## src/design/hrfpw_pkg.sv

```systemverilog
package hrfpw_pkg;

  typedef enum logic [2:0] {
    CMD_BAD,
    CMD_DATA,
    CMD_END,
    CMD_OTHER,
    CMD_TIMEOUT
  } cmd_e;

  typedef enum logic [2:0] {
    KIND_ACK,
    KIND_WORD,
    KIND_SET,
    KIND_CLEAR,
    KIND_END
  } kind_e;

  typedef enum logic [1:0] {
    ACK_OK,
    ACK_DONE,
    ACK_ERR
  } ack_e;

  localparam logic [15:0] NO_PAGE     = 16'hFFFF;
  localparam logic [31:0] MARK_SET    = 32'hDEADBEEF;
  localparam logic [31:0] MARK_CLEAR  = 32'hFFFFFFFF;
  localparam logic [15:0] TIMEOUT_RST = 16'd5000;
  localparam logic [7:0]  TYPE_DATA   = 8'h00;
  localparam logic [7:0]  TYPE_EOF    = 8'h01;

  typedef struct packed {
    cmd_e        ctype;
    logic [15:0] addr;
    logic [7:0]  len;
  } cmd_t;

  typedef struct packed {
    kind_e       kind;
    ack_e        ack;
    logic [15:0] addr;
    logic [31:0] data;
    logic        commit;
    logic        result;
    logic        last;
  } res_t;

endpackage

```

## src/design/hrfpw_front.sv

```systemverilog
module hrfpw_front #(
  parameter int PACKET_BYTES = 64,
  localparam int IdxW = $clog2(PACKET_BYTES),
  localparam int PosW = $clog2(PACKET_BYTES + 1)
) (
  input  logic                clk_i,
  input  logic                rst_ni,
  input  logic                in_valid_i,
  output logic                in_ready_o,
  input  logic                op_i,
  input  logic [7:0]          byte_i,
  input  logic                start_i,
  input  logic                cfg_valid_i,
  output logic                cfg_ready_o,
  input  logic [15:0]         cfg_data_i,
  output logic                push_o,
  output hrfpw_pkg::cmd_t     cmd_o,
  input  logic                fifo_full_i,
  input  logic                copy_done_i,
  input  logic [IdxW-1:0]     rec_raddr_i,
  output logic [7:0]          rec_rdata_o
);

  logic [PosW-1:0] pos_q, pos_d, npos;
  logic [7:0]      len_q, len_d, type_q, type_d, sum_q, sum_d, sum_b;
  logic [15:0]     addr_q, addr_d, idle_q, idle_d, tmo_q;
  logic            over_q, over_d, hold_q, hold_d;
  logic            acc, rec_we;
  logic [9:0]      k10;
  logic [16:0]     tick;
  logic [7:0]      rec_mem [PACKET_BYTES];
  logic [7:0]      rec_rdata_q;

  assign in_ready_o  = !fifo_full_i && !hold_q;
  assign cfg_ready_o = 1'b1;
  assign acc         = in_valid_i && in_ready_o;
  assign npos        = (start_i ? '0 : pos_q) + PosW'(1);
  assign sum_b       = sum_q + byte_i;
  assign k10         = 10'(npos) - 10'd5;
  assign tick        = {1'b0, idle_q} + 17'd1;
  assign rec_rdata_o = rec_rdata_q;

  always_comb begin
    pos_d  = pos_q;
    len_d  = len_q;
    type_d = type_q;
    sum_d  = sum_q;
    addr_d = addr_q;
    idle_d = idle_q;
    over_d = over_q;
    hold_d = hold_q && !copy_done_i;
    push_o = 1'b0;
    rec_we = 1'b0;
    cmd_o.ctype = hrfpw_pkg::CMD_BAD;
    cmd_o.addr  = addr_q;
    cmd_o.len   = len_q;
    if (acc && !over_q) begin
      if (op_i) begin
        if (tick > {1'b0, tmo_q}) begin
          push_o      = 1'b1;
          cmd_o.ctype = hrfpw_pkg::CMD_TIMEOUT;
          over_d      = 1'b1;
          pos_d       = '0;
        end else begin
          idle_d = tick[15:0];
        end
      end else if (start_i || pos_q != '0) begin
        pos_d = npos;
        if (npos == PosW'(1)) begin
          len_d = byte_i;
          sum_d = byte_i;
        end else if (npos == PosW'(2)) begin
          addr_d = {byte_i, 8'h00};
          sum_d  = sum_b;
        end else if (npos == PosW'(3)) begin
          addr_d = {addr_q[15:8], byte_i};
          sum_d  = sum_b;
        end else if (npos == PosW'(4)) begin
          type_d = byte_i;
          sum_d  = sum_b;
        end else if ({2'b00, len_q} + 10'd5 > 10'(PACKET_BYTES)) begin
          if (10'(npos) >= 10'(PACKET_BYTES)) begin
            push_o = 1'b1;
            pos_d  = '0;
            idle_d = '0;
          end
        end else if (k10 < {2'b00, len_q}) begin
          rec_we = 1'b1;
          sum_d  = sum_b;
        end else begin
          push_o = 1'b1;
          pos_d  = '0;
          idle_d = '0;
          if (sum_b == 8'h00) begin
            if (type_q == hrfpw_pkg::TYPE_DATA) begin
              cmd_o.ctype = hrfpw_pkg::CMD_DATA;
              hold_d      = 1'b1;
            end else if (type_q == hrfpw_pkg::TYPE_EOF) begin
              cmd_o.ctype = hrfpw_pkg::CMD_END;
              over_d      = 1'b1;
            end else begin
              cmd_o.ctype = hrfpw_pkg::CMD_OTHER;
            end
          end
        end
      end
    end
  end

  always_ff @(posedge clk_i or negedge rst_ni) begin
    if (!rst_ni) begin
      pos_q  <= '0;
      len_q  <= '0;
      type_q <= '0;
      sum_q  <= '0;
      addr_q <= '0;
      idle_q <= '0;
      over_q <= 1'b0;
      hold_q <= 1'b0;
      tmo_q  <= hrfpw_pkg::TIMEOUT_RST;
    end else begin
      pos_q  <= pos_d;
      len_q  <= len_d;
      type_q <= type_d;
      sum_q  <= sum_d;
      addr_q <= addr_d;
      idle_q <= idle_d;
      over_q <= over_d;
      hold_q <= hold_d;
      if (cfg_valid_i) begin
        tmo_q <= cfg_data_i;
      end
    end
  end

  always_ff @(posedge clk_i) begin
    if (rec_we) begin
      rec_mem[k10[IdxW-1:0]] <= byte_i;
    end
    rec_rdata_q <= rec_mem[rec_raddr_i];
  end

endmodule

```

## src/design/hrfpw_cmd_fifo.sv

```systemverilog
module hrfpw_cmd_fifo (
  input  logic            clk_i,
  input  logic            rst_ni,
  input  logic            push_i,
  input  hrfpw_pkg::cmd_t data_i,
  output logic            full_o,
  input  logic            pop_i,
  output logic            valid_o,
  output hrfpw_pkg::cmd_t data_o
);

  hrfpw_pkg::cmd_t mem_q [2];
  logic            wp_q, rp_q;
  logic [1:0]      cnt_q;

  assign full_o  = cnt_q == 2'd2;
  assign valid_o = cnt_q != 2'd0;
  assign data_o  = mem_q[rp_q];

  always_ff @(posedge clk_i or negedge rst_ni) begin
    if (!rst_ni) begin
      wp_q  <= 1'b0;
      rp_q  <= 1'b0;
      cnt_q <= 2'd0;
    end else begin
      if (push_i) begin
        wp_q <= !wp_q;
      end
      if (pop_i) begin
        rp_q <= !rp_q;
      end
      cnt_q <= cnt_q + 2'(push_i) - 2'(pop_i);
    end
  end

  always_ff @(posedge clk_i) begin
    if (push_i) begin
      mem_q[wp_q] <= data_i;
    end
  end

endmodule

```

## src/design/hrfpw_back.sv

```systemverilog
module hrfpw_back #(
  parameter int PAGE_BYTES   = 128,
  parameter int PACKET_BYTES = 64,
  localparam int IdxW  = $clog2(PACKET_BYTES),
  localparam int OffW  = $clog2(PAGE_BYTES),
  localparam int Words = (PAGE_BYTES + 3) / 4,
  localparam int WaW   = $clog2(Words)
) (
  input  logic            clk_i,
  input  logic            rst_ni,
  input  logic            cmd_valid_i,
  input  hrfpw_pkg::cmd_t cmd_i,
  output logic            pop_o,
  output logic            copy_done_o,
  output logic [IdxW-1:0] rec_raddr_o,
  input  logic [7:0]      rec_rdata_i,
  output logic            out_valid_o,
  input  logic            out_ready_i,
  output hrfpw_pkg::res_t out_o
);

  localparam int          ShW   = 16 + OffW;
  localparam logic [16:0] Recip = 17'(((1 << ShW) + PAGE_BYTES - 1) / PAGE_BYTES);

  typedef enum logic [3:0] {
    S_IDLE, S_MOD, S_REM, S_SET, S_PAGE, S_FRD, S_FWORD, S_FILL, S_CRD, S_CWR,
    S_CLEAR, S_ACK, S_END
  } state_e;

  state_e          st_q, st_d;
  hrfpw_pkg::cmd_t cmd_q, cmd_d;
  hrfpw_pkg::res_t res, out_q;
  logic [OffW-1:0] rem_q, rem_d;
  logic [15:0]     quo_q, quo_d;
  logic [32:0]     prod;
  logic [WaW-1:0]  w_q, w_d;
  logic [8:0]      i_q, i_d;
  logic [15:0]     open_q, open_d, page_base;
  logic            pv_q, pv_d, dirty_q, dirty_d, fm_q, fm_d, outv_q;
  logic            emit, emit_ok, fill_we, byte_we, prd, copy_go;
  logic [9:0]      off_i;
  logic [31:0]     page_mem [Words];
  logic [31:0]     rdata_q;

  assign emit_ok     = !outv_q || out_ready_i;
  assign prod        = 33'(cmd_q.addr) * 33'(Recip);
  assign page_base   = cmd_q.addr - 16'(rem_q);
  assign off_i       = 10'(rem_q) + {1'b0, i_q};
  assign copy_go     = (i_q < {1'b0, cmd_q.len}) && (off_i < 10'(PAGE_BYTES));
  assign rec_raddr_o = i_q[IdxW-1:0];
  assign out_valid_o = outv_q;
  assign out_o       = out_q;

  always_comb begin
    st_d    = st_q;
    cmd_d   = cmd_q;
    rem_d   = rem_q;
    quo_d   = quo_q;
    w_d     = w_q;
    i_d     = i_q;
    open_d  = open_q;
    pv_d    = pv_q;
    dirty_d = dirty_q;
    fm_d    = fm_q;
    pop_o   = 1'b0;
    emit    = 1'b0;
    fill_we = 1'b0;
    byte_we = 1'b0;
    prd     = 1'b0;
    copy_done_o = 1'b0;
    res = '{kind: hrfpw_pkg::KIND_ACK, ack: hrfpw_pkg::ACK_OK, addr: '0, data: '0,
            commit: 1'b0, result: 1'b0, last: 1'b0};
    case (st_q)
      S_IDLE: begin
        if (cmd_valid_i) begin
          pop_o = 1'b1;
          cmd_d = cmd_i;
          case (cmd_i.ctype)
            hrfpw_pkg::CMD_DATA: begin
              rem_d = '0;
              st_d  = S_MOD;
            end
            hrfpw_pkg::CMD_END: begin
              w_d  = '0;
              st_d = (pv_q && dirty_q) ? S_FRD : S_CLEAR;
            end
            hrfpw_pkg::CMD_TIMEOUT: st_d = fm_q ? S_END : S_CLEAR;
            default: st_d = S_ACK;
          endcase
        end
      end
      S_MOD: begin
        quo_d = 16'(prod >> ShW);
        st_d  = S_REM;
      end
      S_REM: begin
        rem_d = OffW'(cmd_q.addr - quo_q * 16'(PAGE_BYTES));
        st_d  = fm_q ? S_PAGE : S_SET;
      end
      S_SET: begin
        if (emit_ok) begin
          emit     = 1'b1;
          res.kind = hrfpw_pkg::KIND_SET;
          res.data = hrfpw_pkg::MARK_SET;
          fm_d     = 1'b1;
          st_d     = S_PAGE;
        end
      end
      S_PAGE: begin
        w_d = '0;
        i_d = '0;
        if (!pv_q || open_q != page_base) begin
          if (pv_q && dirty_q) begin
            st_d = S_FRD;
          end else begin
            open_d  = page_base;
            pv_d    = 1'b1;
            dirty_d = 1'b0;
            st_d    = S_FILL;
          end
        end else begin
          st_d = S_CRD;
        end
      end
      S_FRD: begin
        prd  = 1'b1;
        st_d = S_FWORD;
      end
      S_FWORD: begin
        if (emit_ok) begin
          emit       = 1'b1;
          res.kind   = hrfpw_pkg::KIND_WORD;
          res.addr   = open_q + {14'(w_q), 2'b00};
          res.data   = rdata_q;
          res.commit = w_q == WaW'(Words - 1);
          if (w_q == WaW'(Words - 1)) begin
            dirty_d = 1'b0;
            w_d     = '0;
            if (cmd_q.ctype == hrfpw_pkg::CMD_DATA) begin
              open_d = page_base;
              pv_d   = 1'b1;
              st_d   = S_FILL;
            end else begin
              st_d = S_CLEAR;
            end
          end else begin
            w_d  = w_q + WaW'(1);
            st_d = S_FRD;
          end
        end
      end
      S_FILL: begin
        fill_we = 1'b1;
        if (w_q == WaW'(Words - 1)) begin
          i_d  = '0;
          st_d = S_CRD;
        end else begin
          w_d = w_q + WaW'(1);
        end
      end
      S_CRD: begin
        if (copy_go) begin
          st_d = S_CWR;
        end else begin
          copy_done_o = 1'b1;
          st_d        = S_ACK;
        end
      end
      S_CWR: begin
        byte_we = 1'b1;
        dirty_d = 1'b1;
        i_d     = i_q + 9'd1;
        st_d    = S_CRD;
      end
      S_CLEAR: begin
        if (emit_ok) begin
          emit     = 1'b1;
          res.kind = hrfpw_pkg::KIND_CLEAR;
          res.data = hrfpw_pkg::MARK_CLEAR;
          st_d     = (cmd_q.ctype == hrfpw_pkg::CMD_END) ? S_ACK : S_END;
        end
      end
      S_ACK: begin
        if (emit_ok) begin
          emit     = 1'b1;
          res.last = cmd_q.ctype != hrfpw_pkg::CMD_END;
          case (cmd_q.ctype)
            hrfpw_pkg::CMD_BAD: res.ack = hrfpw_pkg::ACK_ERR;
            hrfpw_pkg::CMD_END: res.ack = hrfpw_pkg::ACK_DONE;
            default:            res.ack = hrfpw_pkg::ACK_OK;
          endcase
          st_d = (cmd_q.ctype == hrfpw_pkg::CMD_END) ? S_END : S_IDLE;
        end
      end
      S_END: begin
        if (emit_ok) begin
          emit       = 1'b1;
          res.kind   = hrfpw_pkg::KIND_END;
          res.result = cmd_q.ctype == hrfpw_pkg::CMD_END;
          res.last   = 1'b1;
          st_d       = S_IDLE;
        end
      end
      default: st_d = S_IDLE;
    endcase
  end

  always_ff @(posedge clk_i or negedge rst_ni) begin
    if (!rst_ni) begin
      st_q    <= S_IDLE;
      cmd_q   <= '0;
      rem_q   <= '0;
      quo_q   <= '0;
      w_q     <= '0;
      i_q     <= '0;
      open_q  <= hrfpw_pkg::NO_PAGE;
      pv_q    <= 1'b0;
      dirty_q <= 1'b0;
      fm_q    <= 1'b0;
      outv_q  <= 1'b0;
      out_q   <= '0;
    end else begin
      st_q    <= st_d;
      cmd_q   <= cmd_d;
      rem_q   <= rem_d;
      quo_q   <= quo_d;
      w_q     <= w_d;
      i_q     <= i_d;
      open_q  <= open_d;
      pv_q    <= pv_d;
      dirty_q <= dirty_d;
      fm_q    <= fm_d;
      if (emit) begin
        outv_q <= 1'b1;
        out_q  <= res;
      end else if (out_ready_i) begin
        outv_q <= 1'b0;
      end
    end
  end

  always_ff @(posedge clk_i) begin
    if (fill_we) begin
      page_mem[w_q] <= '1;
    end else if (byte_we) begin
      page_mem[WaW'(off_i[OffW-1:0] >> 2)][8*off_i[1:0] +: 8] <= rec_rdata_i;
    end
    if (prd) begin
      rdata_q <= page_mem[w_q];
    end
  end

endmodule

```

## src/design/hex_record_flash_page_writer.sv

```systemverilog
// Channel | Direction | Handshake              | Content
// s_axis  | in        | tvalid/tready          | packet byte or millisecond tick
// m_axis  | out       | tvalid/tready, tlast   | acks, page words, set/clear markers, session end
// cfg     | in        | cfg_valid/cfg_ready    | timeout_ms
// A byte or tick is taken while s_axis_tready is high. For a data record the back end
// finds the page offset, flushes a dirty open page and fills a new one with 0xFF when
// the page changes, then copies each data byte. A flush sends one page word at a time.
// Reset is asynchronous and active low; no clearing pass is needed after reset.
// The front stalls while the command queue is full or a data record is being copied.
module hex_record_flash_page_writer #(
  parameter int PAGE_BYTES   = 128,
  parameter int PACKET_BYTES = 64
) (
  input  logic        clk_i,
  input  logic        rst_ni,
  input  logic        s_axis_tvalid,
  output logic        s_axis_tready,
  input  logic [7:0]  s_axis_tdata,   // rx_byte
  input  logic [1:0]  s_axis_tuser,   // operation, packet_start
  output logic        m_axis_tvalid,
  input  logic        m_axis_tready,
  output logic [55:0] m_axis_tdata,   // ack_code, flash_address, flash_data,
                                      // page_commit, session_result, zero pad
  output logic [2:0]  m_axis_tuser,   // kind
  output logic        m_axis_tlast,
  input  logic        cfg_valid_i,
  output logic        cfg_ready_o,
  input  logic [15:0] cfg_data_i
);

  localparam int IdxW = $clog2(PACKET_BYTES);

  hrfpw_pkg::cmd_t f_cmd, q_cmd;
  hrfpw_pkg::res_t res;
  logic            push, full, q_valid, pop, copy_done;
  logic [IdxW-1:0] rec_raddr;
  logic [7:0]      rec_rdata;

  hrfpw_front #(.PACKET_BYTES(PACKET_BYTES)) u_front (
    .clk_i, .rst_ni,
    .in_valid_i (s_axis_tvalid),
    .in_ready_o (s_axis_tready),
    .op_i       (s_axis_tuser[0]),
    .byte_i     (s_axis_tdata),
    .start_i    (s_axis_tuser[1]),
    .cfg_valid_i, .cfg_ready_o, .cfg_data_i,
    .push_o     (push),
    .cmd_o      (f_cmd),
    .fifo_full_i(full),
    .copy_done_i(copy_done),
    .rec_raddr_i(rec_raddr),
    .rec_rdata_o(rec_rdata)
  );

  hrfpw_cmd_fifo u_fifo (
    .clk_i, .rst_ni,
    .push_i (push),
    .data_i (f_cmd),
    .full_o (full),
    .pop_i  (pop),
    .valid_o(q_valid),
    .data_o (q_cmd)
  );

  hrfpw_back #(.PAGE_BYTES(PAGE_BYTES), .PACKET_BYTES(PACKET_BYTES)) u_back (
    .clk_i, .rst_ni,
    .cmd_valid_i(q_valid),
    .cmd_i      (q_cmd),
    .pop_o      (pop),
    .copy_done_o(copy_done),
    .rec_raddr_o(rec_raddr),
    .rec_rdata_i(rec_rdata),
    .out_valid_o(m_axis_tvalid),
    .out_ready_i(m_axis_tready),
    .out_o      (res)
  );

  assign m_axis_tdata = {4'b0000, res.result, res.commit, res.data, res.addr, res.ack};
  assign m_axis_tuser = res.kind;
  assign m_axis_tlast = res.last;

  a_ack_code: assert property (@(posedge clk_i) disable iff (!rst_ni)
    m_axis_tvalid && m_axis_tuser != hrfpw_pkg::KIND_ACK |-> m_axis_tdata[1:0] == 2'b00)
    else $error("ack code on a non-ack result");
  a_commit: assert property (@(posedge clk_i) disable iff (!rst_ni)
    m_axis_tvalid && m_axis_tdata[50] |-> m_axis_tuser == hrfpw_pkg::KIND_WORD)
    else $error("page commit on a non-word result");
  a_result: assert property (@(posedge clk_i) disable iff (!rst_ni)
    m_axis_tvalid && m_axis_tdata[51] |-> m_axis_tuser == hrfpw_pkg::KIND_END && m_axis_tlast)
    else $error("session result outside session end");

endmodule
```

## config.mk

```make
export PLATFORM = sky130hd
export DESIGN_NAME = hex_record_flash_page_writer
export DESIGN_NICKNAME = d
export VERILOG_FILES = /design/src/design/hrfpw_pkg.sv /design/src/design/hrfpw_front.sv /design/src/design/hrfpw_cmd_fifo.sv /design/src/design/hrfpw_back.sv /design/src/design/hex_record_flash_page_writer.sv
export SDC_FILE = /design/constraint.sdc
export NUM_CORES = 2
export LEC_CHECK = 0
export BUFFER_PORTS_ARGS = -buffer_cell sky130_fd_sc_hd__buf_4
export CELL_PAD_IN_SITES_DETAIL_PLACEMENT = 1
export CELL_PAD_IN_SITES_GLOBAL_PLACEMENT = 1
export CORE_UTILIZATION = 59
export CTS_BUF_LIST = sky130_fd_sc_hd__clkbuf_16
export DETAILED_ROUTE_END_ITERATION = 12
export PLACE_DENSITY_LB_ADDON = 0.1
export SYNTH_ARGS = -nofsm -noshare
export SYNTH_HDL_FRONTEND = slang
export SYNTH_SLANG_ARGS = --single-unit
```

## constraint.sdc

```tcl
create_clock -name clk_i -period 8.59 [get_ports clk_i]
set_input_delay 0.4295 -clock clk_i [delete_from_list [all_inputs] [get_ports clk_i]]
set_output_delay 0.4295 -clock clk_i [all_outputs]
set_load 0.02 [all_outputs]
```

==> results.toml <==
[status]
status = "finished clean"

[synthesis]
synthFlopType = "edfxtp_1"
ys_seq_area_share_pct = 72.7
synth.mux.area_fraction_pct = 15.8
ys.warnings.count = 0
synth_top_family_by_area = "multiplexers"
ys_types = 90
async_reset_ff_share_pct = 11.6
synth_xor_xnor_area_share_pct = 0.897
synth_compound_area_share_pct = 3.12
syn-cell-area_um2 = 74600
synth_cells = 3968
synth_fa_ha_area_share_pct = 1.28
synth_edf_count = 1622
synth_area_per_cell_um2 = 18.8
synth_seq_cells = 1843
synthSimpleGateAreaFrac_pct = 4.74

[worst_hold_path]
holdCritPathClass = "in2reg"
holdCritStartpoint = "s_axis_tdata[4]"

[die]
ios = 94
chipWidth_um = 358
core-area_um2 = 126000
fp-row-count = 130
start_util_pct = 59.4
die_area_um2 = 128000
die_h_um = 358

[place]
dp_cells = 5564
dpl-instance-area_um2 = 77100
dp_hpwl_um = 115000
globalplace.congestion = 0.816
port_buffers = 88

[worst_setup_path]
worst_ep_arrival_time_ns = 6.59
cp-start-kind = "register"
cp_cell_sequence = "nand2b_1 -> inv_1 -> ha_1 -> nand3_1 -> nand2b_1 -> a31oi_1 -> nor2_1 -> xor2_1 -> ha_1 -> a211o_1 -> o2111ai_1 -> a21oi_1 -> nor3_2 -> and2_1 -> nor3b_1 -> nand2_1 -> nor2_1"
critPathMaxFanout = 13
endpoint_kind = "register"
critPathSlowestCell = "nor2_1"
crit_type = "reg2reg"
cp-startpoint = "u_front.pos_q[0]$_DFFE_PN0P_"
crit_path_max_incr_delay_ns = 0.77
cp.required_ns = 9.02
rrSetupSlack_ns = 2.42
rr_startpoint = "u_front.pos_q[0]$_DFFE_PN0P_"

[sta]
period_minus_slack_ns = 6.17
tightest_slew_ns = 1.28
setup_viol = 0
finalClockSkew_ns = 0.0343
rsz0062_at_grt = "false"
fin_setup_tns_ns = 0
max_freq_mhz = 162
period_share_pct = 71.8
finalMaxSlewViolations = 0
hold_viol = 0
maxSlewHeadroom_pct = 14.6

[route]
dr.pass1.iters = 5
routed-wl-met2_um = 95600
wl_met3_um = 10700
wl_per_cell_um = 31.2
via_count = 38400
detail-route-antenna-nets = 0
via_per_inst = 6.45
met1_length_um = 73600
post-route-drc-count = 0
drt_wl_total_um = 185000
drtIter0Drc = 3390
top_layer = "met5"

[cells_and_area]
area_delta_synth_final_pct = 12.0
diodes = 0
ff_latch_area_um2 = 54200
fillers = 10300
nNetsFinal = 4251
design_area_um2 = 83600
final_cells = 5950
drive_gt1_share_pct = 23.6
multi_input_area_um2 = 19400

[global_route]
grt_max_degree = 103
grt_pass1_vias = 40700
grt_pass1_wl_um = 272000
antenna_found_initial = 8
grt_util_all_layers_pct = 29.7
overflow = 0

[clock_network]
root_buffer = "clkbuf_16"
clock_sinks = 1843
cts.clk_slew.worst_paths_ns = 0.06
cts_tree = "yes"
clkLatencyLatePin_ns = 0.82
ctsHtreeMaxLevel = 4
clock_path_buffers = 3
numCtsBuffers = 182

[job]
maxCapViolCount = 0

[power_and_ir_drop]
p_leak_nw = 30.5
vdd_ir_drop_max_uv = 184
power_mw = 17.8
p_per_area_nw_per_um2 = 213
## per-stage QoR
step | setup WS [ns] | utilization, % | hold WS, ns
5_1_grt | 2.05 | 66.6 | 0.0511
4_1_cts | 2.46 | 66.6 | 0.0181
6_report | 2.42 | 66.6 | 0.0791
2_1_floorplan | 3.40 | - | 0.134
3_3_place_gp | 2.60 | 61.4 | 0.403
3_5_place_dp | 2.40 | 61.4 | 0.412
## worst max-delay path, delay by kind of cell (launching register included)
family | cells | cell delay [ns]
AOI/OAI and AO/OA | 4 | 0.98
xor gates and xnor gates | 1 | 0.36
adders and majority gates | 2 | 0.75
buffers and inverters | 1 | 0.13
DFF | 1 | 0.51
and+or+nand+nor | 9 | 3.06
## power breakdown
group,leakage [nW],switching [mW],internal (mW),total (mW)
sequential,20.2,0.00203,9.66,9.66
clock,3.09,3.38,4.62,8.00
combinational,7.24,0.113,0.0428,0.156
## area by class of cell
cell class | instances | share of cell area, %
clock buffer | 186 | 5.57
clock inverter | 152 | 1.61
inverter | 73 | 0.328
multi-input combinational | 1843 | 23.1
sequential | 1843 | 64.9
tap | 1650 | 2.47
timing repair buffer | 203 | 2.00
## timing repair
action | 4_1_cts | 5_1_grt
hold endpoints to repair | 73 | 0
hold buffers | 48 | 0
buffers inserted | 0 | 0
endpoints found under the setup margin | 0 | 0
resized for setup | 0 | 0
## state kept, by name, summed over array words and instances (netlist names), 8 cells and up
name	cells
u_back.page_mem	1024
u_front.rec_mem	512
u_back.out_o	56
u_fifo.mem_q	54
u_back.rdata_q	32
u_back.cmd_q	27
u_back.open_q	16
u_front.addr_q	16
u_front.idle_q	16
u_front.tmo_q	16
u_back.i_q	9
u_front.len_q	8
u_front.rec_rdata_o	8
u_front.sum_q	8
u_front.type_q	8
## Yosys cell counts (28+ instances only)
cell | n | share of area [%]
edfxtp_1 | 1622 | 65
mux4_2 | 488 | 15
nand2_1 | 295 | 1.5
nor2_1 | 266 | 1.3
dfrtp_1 | 192 | 6.4
clkbuf_1 | 145 | 0.73
a21oi_1 | 83 | 0.56
o21ai_0 | 79 | 0.53
inv_1 | 71 | 0.36
ha_1 | 70 | 1.2
buf_1 | 51 | 0.26
xnor2_1 | 51 | 0.60
a22o_1 | 49 | 0.58
mux2i_1 | 44 | 0.59
nor3_1 | 42 | 0.28
nand3_1 | 39 | 0.26
nand2b_1 | 34 | 0.28
a221o_1 | 32 | 0.43
mux2_2 | 28 | 0.42
## layout by cell type (no fill, tap or decap), types with 51 or more instances in the layout
| cell | n |
|---|---|
| a21oi_1 | 83 |
| buf_4 | 152 |
| clkbuf_16 | 186 |
| dfrtp_1 | 183 |
| edfxtp_1 | 1622 |
| ha_1 | 70 |
| inv_1 | 106 |
| mux4_2 | 488 |
| nand2_1 | 294 |
| nor2_1 | 262 |
| o21ai_0 | 79 |
| xnor2_1 | 51 |
## metal layers
metal	track usage (%)	up-vias
met5	0	-
met3	4.81	312
li1	-	16200
met1	39.9	20500
met4	9.39	12
met2	50.2	1362
## logic make-up after synthesis
kind of cell | after synthesis
DFF | 1843
and+or+nand+nor | 789
buffers and inverters | 285
adders and majority gates | 74
AOI/OAI and AO/OA | 338
muxes | 563
xor gates and xnor gates | 74
other | 2
## worst paths after layout
kind	end	cells after the start
min in group asynchronous	u_back.out_o[6]$_DFFE_PN0P_	2
worst min register to register	u_fifo.mem_q[0][19]$_DFFE_PP_	0
worst min-delay path	u_front.rec_mem[60][4]$_DFFE_PP_	1
max in group asynchronous	u_back.i_q[1]$_DFFE_PN0P_	4
worst max-delay path	u_front.rec_mem[25][4]$_DFFE_PP_	17
worst max register to register	u_front.rec_mem[25][4]$_DFFE_PP_	17
Note: power is estimated with default switching activity, not from simulation.
